==> config.mk <==
export PLATFORM = sky130hd
export DESIGN_NAME = tcw_front_flat
export DESIGN_NICKNAME = d
export VERILOG_FILES = /design/src/rtl/core/tcw_pkg.sv /design/src/rtl/core/tcw_req_if.sv /design/src/rtl/core/tcw_front.sv /design/src/flat_wrapper.sv
export SDC_FILE = /design/constraint.sdc
export NUM_CORES = 1
export LEC_CHECK = 0
export ABC_AREA = 1
export BUFFER_PORTS_ARGS = -buffer_cell sky130_fd_sc_hd__buf_4
export CAP_MARGIN = 20
export CORE_UTILIZATION = 28
export DETAILED_ROUTE_END_ITERATION = 7
export PLACE_DENSITY = 0.56
export SLEW_MARGIN = 15
export SYNTH_ARGS = -nofsm -noshare
export SYNTH_HDL_FRONTEND = slang
export SYNTH_SLANG_ARGS = --single-unit
==> constraint.sdc <==
create_clock -name clk -period 1.8 [get_ports clk]
set_input_delay 0.09 -clock clk [delete_from_list [all_inputs] [get_ports clk]]
set_output_delay 0.09 -clock clk [all_outputs]
set_load 0.05 [all_outputs]
==> src/rtl/core/tcw_pkg.sv <==
// ----------------------------------------------------------------------------
// tcw_pkg
// Shared types and constants of the text console writer.
// ----------------------------------------------------------------------------
package tcw_pkg;

	localparam int DEF_COLUMNS = 80;
	localparam int DEF_ROWS    = 25;

	localparam int CMD_W    = 1;
	localparam int CHAR_W   = 8;
	localparam int INDEX_W  = 11;
	localparam int CELL_W   = 16;
	localparam int CURSOR_W = 11;

	localparam logic [CMD_W-1:0]  CMD_PUT  = 1'b0;
	localparam logic [CMD_W-1:0]  CMD_READ = 1'b1;

	localparam logic [CHAR_W-1:0] CH_CR = 8'h0D;
	localparam logic [CHAR_W-1:0] CH_LF = 8'h0A;

	localparam logic [CHAR_W-1:0] ATTR_GRAY  = 8'h07;
	localparam logic [CELL_W-1:0] BLANK_CELL = 16'h0700;

	typedef enum logic [1:0] {
		OP_NOP,
		OP_READ,
		OP_CHAR,
		OP_LF
	} op_kind_t;

	typedef struct packed {
		op_kind_t            kind;
		logic [CHAR_W-1:0]   char_code;
		logic [INDEX_W-1:0]  cell_index;
	} op_t;

endpackage

==> src/rtl/core/tcw_req_if.sv <==
// ----------------------------------------------------------------------------
// tcw_req_if
// Request channel: command, character and cell index with valid and ready.
// ----------------------------------------------------------------------------
interface tcw_req_if import tcw_pkg::*; ();

	logic                valid;
	logic                ready;
	logic [CMD_W-1:0]    cmd;
	logic [CHAR_W-1:0]   char_code;
	logic [INDEX_W-1:0]  cell_index;

	modport source (output valid, output cmd, output char_code, output cell_index,
		input ready);
	modport sink (input valid, input cmd, input char_code, input cell_index,
		output ready);

endinterface

==> src/rtl/core/tcw_front.sv <==
// ----------------------------------------------------------------------------
// tcw_front
// Accepts requests, classifies them into operations and holds them in a
// two-entry queue for the back end.
// ----------------------------------------------------------------------------
module tcw_front import tcw_pkg::*; #(
	parameter int COLUMNS = DEF_COLUMNS,
	parameter int ROWS    = DEF_ROWS
) (
	input  logic        clk,
	input  logic        arst_n,
	tcw_req_if.sink     request,
	input  logic        init_done,
	output logic        op_valid,
	output op_t         op,
	input  logic        op_ready
);

	localparam int NCELLS = COLUMNS * ROWS;

	op_t        queue_q [2];
	logic       wr_ptr_q;
	logic       rd_ptr_q;
	logic [1:0] count_q;
	op_t        op_new;
	logic       push;
	logic       pop;

	always_comb begin
		op_new.char_code  = request.char_code;
		op_new.cell_index = request.cell_index;
		if (request.cmd == CMD_READ) begin
			op_new.kind = (32'(request.cell_index) < NCELLS) ? OP_READ : OP_NOP;
		end else if (request.char_code == CH_CR) begin
			op_new.kind = OP_NOP;
		end else if (request.char_code == CH_LF) begin
			op_new.kind = OP_LF;
		end else begin
			op_new.kind = OP_CHAR;
		end
	end

	assign request.ready = init_done && (count_q != 2'd2);
	assign push          = request.valid && request.ready;
	assign op_valid      = (count_q != 2'd0);
	assign pop           = op_valid && op_ready;
	assign op            = queue_q[rd_ptr_q];

	always_ff @(posedge clk) begin
		if (push) begin
			queue_q[wr_ptr_q] <= op_new;
		end
	end

	always_ff @(posedge clk or negedge arst_n) begin
		if (!arst_n) begin
			wr_ptr_q <= 1'b0;
			rd_ptr_q <= 1'b0;
			count_q  <= 2'd0;
		end else begin
			if (push) begin
				wr_ptr_q <= ~wr_ptr_q;
			end
			if (pop) begin
				rd_ptr_q <= ~rd_ptr_q;
			end
			case ({push, pop})
				2'b10:   count_q <= count_q + 2'd1;
				2'b01:   count_q <= count_q - 2'd1;
				default: count_q <= count_q;
			endcase
		end
	end

endmodule

==> src/flat_wrapper.sv <==
// flat-port wrapper written by rule: the top's interface ports become plain ports
module tcw_front_flat import tcw_pkg::*;
#(
	parameter int COLUMNS = DEF_COLUMNS,
	parameter int ROWS    = DEF_ROWS
)
  (clk, arst_n, init_done, op_valid, op, op_ready, request_valid, request_cmd, request_char_code, request_cell_index, request_ready);
  tcw_req_if request_i ();
  input  logic clk;
  input  logic arst_n;
  input  logic init_done;
  output logic op_valid;
  output op_t op;
  input  logic op_ready;
  input wire logic [$bits(request_i.valid)-1:0] request_valid;
  input wire logic [$bits(request_i.cmd)-1:0] request_cmd;
  input wire logic [$bits(request_i.char_code)-1:0] request_char_code;
  input wire logic [$bits(request_i.cell_index)-1:0] request_cell_index;
  output wire logic [$bits(request_i.ready)-1:0] request_ready;
  assign request_i.valid = request_valid;
  assign request_i.cmd = request_cmd;
  assign request_i.char_code = request_char_code;
  assign request_i.cell_index = request_cell_index;
  assign request_ready = request_i.ready;
  tcw_front #(.COLUMNS(COLUMNS), .ROWS(ROWS)) u_core (.clk(clk), .arst_n(arst_n), .request(request_i), .init_done(init_done), .op_valid(op_valid), .op(op), .op_ready(op_ready));
endmodule
==> results by group, run 1 <==
Outcome
  • Status: finished, violations left
  • Failing checks: DRC

Layout
  • Area growth syn-to-layout: 40.5%
  • Post-layout util: 41.1%
  • Ant diodes: 0
  • Nets: 265
  • Layout cell share with drive strength beyond 1: 27.1%

Clocking
  • Clk slew on worst S/H paths: 70 ps
  • CTS tree: done
  • CTS Buffer Depth: 2
  • CTS Buf Count: 5
  • Clock root buffer: clkbuf_8
  • CTS H-tree lvls: 2
  • Clk sinks: 46
  • Clk_lat worst skew: 290 ps

Logic synthesis
  • Post-synthesis simple-gate area fraction: 20.0%
  • Seq/Total Area, Yosys: just over 70%
  • List of most frequent post-synthesis cells: nand2_1 (79), edfxtp_1 (42), inv_1 (15)
  • Post-synthesis xor/xnor area fraction: less than 1%
  • Largest family of logic cells by synthesized area: simple AND/OR/NAND/NOR gates
  • Post-synthesis cell type count: 18
  • Most instantiated library cell after synthesis: nand2_1
  • Synth Area per Inst: 11.3 um2
  • Top FF cell, synth: edfxtp_1
  • Number of synthesized flops with an enable pin: 42
  • Adder-cell share of the synthesized area: 0.666%
  • Largest cells by area after synthesis: edfxtp_1 (67%), nand2_1 (16%), dfrtp_1 (5.3%), inv_1 (3.0%), buf_2 (1.1%)
  • Mux share of post-synthesis cell area: 0%
  • Cell taking the most area after synthesis: edfxtp_1
  • Syn nets: around 190
  • Ys Warns: 0
  • FF+latch count, synth: 46
  • Cell Area, Synth: 0.00188 mm2
  • Post-synthesis async set-or-reset flop share: 8.70%
  • Compound-Gate Fraction of Synth Area: 1.26%
  • Yosys top cell area share: 67.1%
  • Post-Syn Instances: 166

STA
  • Final setup viols: 0
  • Final period utilization: 81.5%
  • Setup tns final: 0 ps
  • Slew @ Worst Pin: between 300 and 400 ps
  • Final Max Slew Viols: 0
  • Tmin final: 1470 ps
  • Max-slew headroom: 73.5%
  • Setup WS post-layout: 333 ps
  • Clock skew: ~8.7 ps
  • Final Hold Vio Count: 0
  • Max Clk Rate: 681 MHz
  • Hold_ws: 72.5 ps
  • RSZ-0062 raised after global routing: no

Floorplanning
  • Core area: 0.00642 mm2
  • Die area: 0.00704 mm2
  • Starting Density: 29.3%
  • Horiz. Die Dim: 83.9 um
  • Die H: between 80 and 90 um
  • Rows: 29
  • Io pins: 48

GRT
  • Largest net degree at the start of global routing: 23
  • GRT Overall Usage: 10.6%
  • First-pass GRT wire length: 5660 um
  • Vias in the first global route: 1236
  • Remaining global-route overflow: 0
  • Initial antenna violation count: 0

Drt
  • Post-route DRC: 2
  • Via/cell ratio: 4.10
  • Vias: between 1000 and 1500
  • Post-DRT Antenna Nets: 0
  • Iteration count of the initial detailed-routing pass: 6
  • Drt initial violations: 73
  • WL/cell: between 10 and 15 um
  • Total wire length: 3610 um

Hold path
  • Worst hold path type: primary input to flop

Critical path
  • CP Launch Type: flop
  • Critical Path Sink Type: output port
  • Critical path arrival: 1380 ps
  • Worst EP required: between 1500 and 2000 ps
  • Crit path max fanout: 22
  • Crit path kind: flop to output port

Pwr
  • Total power: 4.14 mW
  • Power per cell area: approximately 1600 mW/mm2
  • Leakage power: 1.19 nW
  • Worst vdd ir: 0.000641 V

Job
  • MaxCap Viol Count: 0

Placement
  • Placer congestion estimate: approximately 0.73
  • Dpl hpwl: 2380 um
  • PortBufs: 47
  • Worst slack, placed: 406 ps
## layer usage
metal / share of wire [%] / vias up / global-route usage, %
met1: 44 / 593 / 11.3
li1: - / 676 / -
met5: 0 / - / 0
met2: 50 / 29 / 19.3
met3: 5.0 / 2 / 3.46
met4: 0.94 / 0 / 3.76
## registers in the layout, indices dropped and copies added, names as in the netlist
name / flops
u_core.rd_ptr_q: 1
u_core.wr_ptr_q: 1
u_core.count_q: 2
u_core.queue_q: 42
## per-stage QoR
stage               std cells  cell area, um2
CTS                       316            2630
finish                    317            2640
global route              317            2640
floorplan                 166            1880
detailed placement        289            2330
global placement          289            2330
## where the power goes
| part | internal, mW | switching (mW) | leakage, nW |
|---|---|---|---|
| clock network | 0.416 | 0.325 | 0.0524 |
| registers | 1.34 | 0.0656 | 0.432 |
| logic | 0.560 | 1.43 | 0.702 |
## final cells by class
type                            count  area, um2
Clock buffer                        7       76.3
Multi-Input combinational cell     98        433
Timing Repair Buffer               70        576
Inverter                           18       67.6
Fill cell                         628       3780
Tap cell                           77       96.3
Sequential cell                    46       1360
Clock inverter                      1       30.0
## logic make-up (layout without fill, tap and decap cells)
family,count (synthesis),count (layout)
and+or+nand+nor,93,93
DFF,46,46
buffers and inverters,22,96
AOI/OAI and AO/OA,2,2
xor gates and xnor gates,2,2
adders and majority gates,1,1
## critical path, stage by stage, from the launching register on
cell,delay (ps)
dfrtp_1,390
inv_2,310
nand2_1,100
nand2_1,100
buf_4,200
## path summary, 6_finish.rpt
| check | cells after the start | to | from | slack [ps] |
|---|---|---|---|---|
| min in group asynchronous | 2 | u_core.count_q[1]$_DFFE_PN0P_ | arst_n | 130 |
| setup / recovery | 4 | op[19] | u_core.rd_ptr_q$_DFFE_PN0P_ | 330 |
| max in group asynchronous | 2 | u_core.rd_ptr_q$_DFFE_PN0P_ | arst_n | 1560 |
| hold reg to reg | 2 | u_core.wr_ptr_q$_DFFE_PN0P_ | u_core.wr_ptr_q$_DFFE_PN0P_ | 500 |
| setup reg to reg | 5 | u_core.queue_q[1][2]$_DFFE_PP_ | u_core.count_q[0]$_DFFE_PN0P_ | 410 |
| hold / removal | 3 | u_core.wr_ptr_q$_DFFE_PN0P_ | request_valid | 70 |
## cells in the final DEF (no fill, tap or decap), types with 2 or more instances in the layout
cell type      count
dlygate4sd3_1     20
edfxtp_1          42
nand3_1            3
clkbuf_1           2
dfrtp_1            4
nand2_1           79
inv_2              3
clkbuf_8           5
buf_4             50
nor2_1             3
nand2_2            2
nand3_2            2
inv_1             15
## what timing repair did
action / 4_1_cts / 5_1_grt
hold endpoints to repair: 40 / 2
hold buffers: 19 / 1
gates resized for setup: 0 / 0
setup buffers: 0 / 0
Power figures use the tool's default switching activity.
==> inputs of run 2 (changes only) <==
--- a/config.mk
+++ b/config.mk
@@ -5,12 +5,12 @@
 export SDC_FILE = /design/constraint.sdc
 export NUM_CORES = 1
 export LEC_CHECK = 0
-export ABC_AREA = 1
+export ABC_AREA = 0
 export BUFFER_PORTS_ARGS = -buffer_cell sky130_fd_sc_hd__buf_4
 export CAP_MARGIN = 20
 export CORE_UTILIZATION = 28
 export DETAILED_ROUTE_END_ITERATION = 7
-export PLACE_DENSITY = 0.56
+export PLACE_DENSITY = 0.57
 export SLEW_MARGIN = 15
 export SYNTH_ARGS = -nofsm -noshare
 export SYNTH_HDL_FRONTEND = slang
==> constraint.sdc (replaced) <==
create_clock -name clk -period 1.3 [get_ports clk]
set_input_delay 0.065 -clock clk [delete_from_list [all_inputs] [get_ports clk]]
set_output_delay 0.065 -clock clk [all_outputs]
set_load 0.05 [all_outputs]
==> results by group, run 2 <==
Logic synthesis
  • Most instantiated library cell after synthesis: edfxtp_1
  • Top FF cell, synth: edfxtp_1
  • Post-synthesis cell type count: 20
  • Post-synthesis async set-or-reset flop share: 8.70%
  • Largest cells by area after synthesis: edfxtp_1 (71%), mux2_1 (12%), dfrtp_1 (5.6%), xnor2_1 (2.0%), mux2_2 (1.3%)
  • Cell taking the most area after synthesis: edfxtp_1
  • Yosys top cell area share: between 70 and 80%
  • Cell Area, Synth: 0.00178 mm2
  • Synth Area per Inst: 19.0 um2
  • Ys Warns: 0
  • List of most frequent post-synthesis cells: edfxtp_1 (42), mux2_1 (19), nor2_1 (5)
  • Number of synthesized flops with an enable pin: 42
  • Post-Syn Instances: 94
  • FF+latch count, synth: 46
  • Syn nets: 120
  • Seq/Total Area, Yosys: between 70% and 80%

Layout
  • Post-layout util: ~48%
  • Nets: between 200 and 250
  • Area growth syn-to-layout: 61.3%
  • Most frequent cells in the layout: edfxtp_1 (42), buf_4 (36), buf_6 (23)
  • Register name with the most flops: u_core.queue_q
  • Layout cell share with drive strength beyond 1: between 50% and 60%
  • Commonest non-fill, non-tap cell in the layout: edfxtp_1
  • Regs by FF count: u_core.queue_q (42), u_core.count_q (2)
  • Ant diodes: 0
  • Max FFs per register: 42

Floorplanning
  • Starting Density: 29.6%
  • Io pins: 48
  • Rows: 28
  • Die area: 0.00669 mm2
  • Die H: 81.8 um
  • Core area: 0.00603 mm2
  • Horiz. Die Dim: 81.8 um

STA
  • Max Clk Rate: 681 MHz
  • Final Hold Vio Count: 0
  • Max-slew headroom: 79.0%
  • Final period utilization: 113%
  • Final Max Slew Viols: 0
  • Final setup viols: 45
  • RSZ-0062 raised after global routing: yes
  • Tmin final: 1470 ps
  • Hold_ws: 101 ps
  • Clock skew: about 5.5 ps
  • Setup WS post-layout: -168 ps
  • Slew @ Worst Pin: 315 ps

Clocking
  • Clk_lat worst skew: 290 ps
  • CTS Buf Count: 5
  • Clock root buffer: clkbuf_8
  • CTS H-tree lvls: 2
  • CTS tree: done
  • CTS Buffer Depth: 2
  • Clk sinks: 46
  • Clk slew on worst S/H paths: approximately 80 ps

Placement
  • Dpl hpwl: 2460 um
  • Placer congestion estimate: 0.712
  • Worst slack, placed: -135 ps
  • PortBufs: 47

Critical path
  • Crit path kind: flop to output port
  • Sequence of cells on the critical path: buf_4 > mux2_1 > buf_6
  • CP Launch Type: flop
  • Crit path max fanout: 4
  • Critical Path Sink Type: output port
  • Critical path arrival: 1400 ps
  • CP max stage delay: 450 ps
  • Crit path buf inv count: 2
  • Worst path top cell family by delay: flip-flops
  • Worst EP required: 1240 ps
  • Worst path slowest cell: dfrtp_2

GRT
  • Remaining global-route overflow: 0
  • Vias in the first global route: about 1200
  • Largest net degree at the start of global routing: 15
  • Initial antenna violation count: 0
  • First-pass GRT wire length: 5570 um
  • GRT Overall Usage: 11.5%

Pwr
  • Sw Pwr: 2.26 mW
  • Sequential Power Share: around a third
  • Clock power share: 19.2%
  • Power per cell area: 2170 mW/mm2
  • Switching Fraction: roughly 36%
  • Leakage power: 1.12 nW
  • Combinational power share: between 40 and 50%
  • Worst vdd ir: 0.00157 V
  • Cell-internal power: 4.00 mW

Drt
  • Post-route DRC: 0
  • Vias: ~1100
  • Total wire length: 3780 um
  • WL/cell: 14.7 um
  • Via/cell ratio: 4.38
  • Drt initial violations: 30
  • Iteration count of the initial detailed-routing pass: 4
  • Post-DRT Antenna Nets: 0

Outcome
  • Status: finished, violations left
  • Failing checks: setup timing

Hold path
  • Worst hold path type: primary input to asynchronous set/reset pin

Job
  • MaxCap Viol Count: 0
[run 2: changes by cell type in the layout (fill, tap and decap cells not counted), sizes merged, moves of 2 or more]
cell,previous run,this run
and3,0,4
buf,50,60
clkbuf,7,5
inv,18,1
mux2,0,21
nand2,81,2
nand3,5,0
o21ai,0,2
xnor2,1,4
[run 2: cell families after synthesis]
kind of cell             after synthesis  synth area share (%)
AO/OA/AOI/OAI                          5                  2.18
XOR/XNOR                               5                  2.46
adder cells (fa/ha/maj)                1                 0.702
buffers and inverters                  3                  1.05
flip-flops                            46                  76.4
multiplexers                          21                  13.3
AND/OR/NAND/NOR                       13                  4.00
[run 2: power by group through the flow]
stage / Combinational (mW) / Clock (mW) / Sequential, mW
floorplan: 1.64 / 0 / 1.98
global placement: 2.35 / 0 / 1.98
detailed placement: 2.39 / 0 / 2.00
CTS: 2.82 / 1.23 / 2.00
global route: 3.18 / 1.27 / 2.04
finish: 3.04 / 1.20 / 2.02
[run 2: final cells by class]
type	count	area [um2]
fill	528	3150
sequential	46	1360
timing repair buffer	80	744
multi-input combinational	48	538
tap	75	93.8
clock buffer	5	68.8
clock inverter	3	63.8
inverter	1	3.75
[run 2: worst paths after layout]
check / from / cells past startpoint / slack, ps / to
worst max register to register: u_core.count_q[0]$_DFFE_PN0P_ / 6 / -150 / u_core.count_q[1]$_DFFE_PN0P_
max in group asynchronous: arst_n / 2 / 1090 / u_core.rd_ptr_q$_DFFE_PN0P_
worst min register to register: u_core.count_q[0]$_DFFE_PN0P_ / 2 / 670 / u_core.count_q[0]$_DFFE_PN0P_
worst max-delay path: u_core.rd_ptr_q$_DFFE_PN0P_ / 3 / -170 / op[3]
worst min-delay path: arst_n / 2 / 100 / u_core.count_q[0]$_DFFE_PN0P_
min in group clk: request_cmd / 2 / 110 / u_core.queue_q[0][20]$_DFFE_PP_
[run 2: stage by stage]
step           power (mW)  instances  setup TNS (ps)  area (um2)
2_1_floorplan        3.62         94           -5420        1810
3_3_place_gp         4.33        223            -497        2310
3_5_place_dp         4.39        223           -1890        2310
4_1_cts              6.05        254           -3870        2790
5_1_grt              6.49        258           -5790        2880
6_report             6.26        258           -3830        2880
[run 2: timing repair]
action | CTS | global route
endpoints found under the setup margin | 48 | 46
resized for setup | 36 | 20
buffers inserted | 1 | 2
hold buffers | 20 | 0
gates cloned | 2 | 2
pin swaps | 4 | 1
hold endpoints to repair | 42 | 0
[run 2: layer usage]
metal | routed length (um) | vias to the layer above | global-route usage [%]
met3 | 177 | 3 | 2.56
met4 | 36 | 0 | 3.86
met5 | 0 | - | 0
li1 | - | 542 | -
met2 | 1940 | 38 | 20.1
met1 | 1630 | 546 | 13.9
==> inputs of run 3 (changes only) <==
--- a/config.mk
+++ b/config.mk
@@ -8,9 +8,11 @@
 export ABC_AREA = 0
 export BUFFER_PORTS_ARGS = -buffer_cell sky130_fd_sc_hd__buf_4
 export CAP_MARGIN = 20
+export CELL_PAD_IN_SITES_DETAIL_PLACEMENT = 0
+export CELL_PAD_IN_SITES_GLOBAL_PLACEMENT = 1
 export CORE_UTILIZATION = 28
 export DETAILED_ROUTE_END_ITERATION = 7
-export PLACE_DENSITY = 0.57
+export PLACE_DENSITY = 0.64
 export SLEW_MARGIN = 15
 export SYNTH_ARGS = -nofsm -noshare
 export SYNTH_HDL_FRONTEND = slang
==> results by group, run 3 (synthesis gave the netlist of run 2 again) <==
Critical path
  • Reg-to-reg setup timing slack: -150 ps
  • Reg2reg end: u_core.count_q[1]$_DFFE_PN0P_
  • CP max stage delay: about 460 ps
  • Crit path kind: flop to output port
  • Worst setup path end: op[2]
  • Sequence of cells on the critical path: buf_12 > mux2_1 > buf_6
  • Critical Path Sink Type: output port
  • CP startpoint: u_core.rd_ptr_q$_DFFE_PN0P_
  • Worst Reg-to-Reg Cells: 6
  • Crit path max fanout: 9
  • Worst path slowest cell: dfrtp_2
  • Reg-to-Reg Start: u_core.count_q[0]$_DFFE_PN0P_
  • CP Launch Type: flop
  • Worst EP required: between 1000 and 1500 ps
  • Critical path arrival: 1400 ps

Placement
  • PortBufs: 47
  • Placer congestion estimate: 0.745
  • Worst slack, placed: -140 ps
  • Cells after DPL: 220
  • Dpl hpwl: between 2000 and 2500 um

Drt
  • Drt initial violations: 29
  • Iteration count of the initial detailed-routing pass: 4
  • Total wire length: 3710 um
  • WL/cell: 14.4 um
  • Via/cell ratio: 4.36
  • Post-DRT Antenna Nets: 0
  • Vias: 1121
  • Post-route DRC: 0

Layout
  • Layout cell share with drive strength beyond 1: 51.6%
  • Area growth syn-to-layout: 61.9%
  • Commonest non-fill, non-tap cell in the layout: edfxtp_1
  • Most frequent cells in the layout: edfxtp_1 (42), buf_4 (29), buf_6 (23)
  • Cell Count, Final, Fillers Out: 257
  • Regs by FF count: u_core.queue_q (42), u_core.count_q (2)
  • Ant diodes: 0
  • Nets: 207
  • Register name with the most flops: u_core.queue_q
  • Max FFs per register: 42

STA
  • Max-slew headroom: 78.9%
  • Final Hold Vio Count: 0
  • Max Clk Rate: roughly 680 MHz
  • Clock skew: 8.22 ps
  • Final setup viols: 25
  • Setup WS post-layout: -169 ps
  • Hold_ws: 93.3 ps
  • Final period utilization: 113%
  • Final Max Slew Viols: 0
  • RSZ-0062 raised after global routing: yes
  • Tmin final: 1470 ps
  • Slew @ Worst Pin: 316 ps

Clocking
  • Clk_lat worst skew: just under 300 ps
  • CTS Buffer Depth: 2
  • CTS Buf Count: 5
  • Clk sinks: 46
  • Clock root buffer: clkbuf_8
  • Clk slew on worst S/H paths: about 80 ps
  • CTS H-tree lvls: 2
  • CTS tree: done

Floorplanning
  • Starting Density: 29.6%
  • Die H: 81.8 um
  • Io pins: 48
  • Horiz. Die Dim: 81.8 um
  • Core area: 0.00603 mm2
  • Rows: 28
  • Die area: about 0.0067 mm2

GRT
  • First-pass GRT wire length: 5560 um
  • Initial antenna violation count: 0
  • Remaining global-route overflow: 0
  • Vias in the first global route: 1150
  • Largest net degree at the start of global routing: 22
  • GRT Overall Usage: 11.9%

Outcome
  • Status: finished, violations left
  • Failing checks: setup timing

Pwr
  • Power per cell area: 2090 mW/mm2
  • Leakage power: 1.13 nW
  • Total power: 6.04 mW
  • Worst vdd ir: 0.000951 V

Hold path
  • Worst hold path type: primary input to asynchronous set/reset pin

Job
  • MaxCap Viol Count: 0
-- run 3: changes by cell type in the layout (fill, tap and decap cells not counted), moves of 3 or more --
| cell | change |
|---|---|
| buf_4 | -7 |
| mux2_4 | +3 |
| buf_12 | +3 |
| mux2_2 | -3 |
-- run 3: critical path, delay by kind of cell (launching register included) --
family                 cells  cell delay (ps)
DFF                        1              460
buffers and inverters      2              320
muxes                      1              320
-- run 3: through the flow --
stage | area, um2 | util [%] | setup TNS [ps]
after floorplan | 1810 | - | -5420
after global placement | 2320 | 38.6 | -307
after detailed placement | 2320 | 38.6 | -1910
after CTS | 2820 | 46.9 | -4450
after global routing | 2890 | 47.9 | -4610
final | 2890 | 47.9 | -3500
-- run 3: final cells by class --
type / instances / area [um2]
Fill cell: 538 / 3140
Clock buffer: 5 / 68.8
Multi-Input combinational cell: 48 / 538
Tap cell: 75 / 93.8
Sequential cell: 46 / 1360
Inverter: 1 / 3.75
Timing Repair Buffer: 79 / 807
Clock inverter: 3 / 11.3
-- run 3: how the worst min path moves through the flow --
| stage | start | endpoint | slack (ps) | cells past startpoint |
|---|---|---|---|---|
| final | arst_n | u_core.count_q[1]$_DFFE_PN0P_ | 90 | 2 |
| after global routing | request_cmd | u_core.queue_q[1][20]$_DFFE_PP_ | 80 | 2 |
| after CTS | arst_n | u_core.count_q[1]$_DFFE_PN0P_ | 90 | 2 |
| after detailed placement | arst_n | u_core.count_q[1]$_DFFE_PN0P_ | -130 | 1 |
| after global placement | arst_n | u_core.count_q[0]$_DFFE_PN0P_ | -140 | 1 |
| after floorplan | arst_n | u_core.count_q[0]$_DFFE_PN0P_ | -230 | 0 |
-- run 3: where the power goes --
part	switching [mW]	total, mW	internal (mW)
registers	0.150	2.02	1.87
logic	1.69	3.24	1.55
clock network	0.421	0.780	0.359
total	2.26	6.04	3.78
-- run 3: metal layers --
metal | global-route usage, % | routed length, um | vias to the layer above
li1 | - | - | 540
met2 | 20.8 | 1910 | 29
met1 | 13.8 | 1610 | 546
met5 | 0 | 0 | -
met4 | 3.68 | 44 | 0
met3 | 3.78 | 146 | 6
-- run 3: what timing repair did --
| item | 4_1_cts | 5_1_grt |
|---|---|---|
| hold endpoints to repair | 42 | 0 |
| resized for setup | 42 | 15 |
| endpoints found under the setup margin | 65 | 68 |
| hold buffers | 20 | 0 |
| gates cloned | 2 | 2 |
| pin swaps | 4 | 1 |
| setup buffers | 4 | 2 |
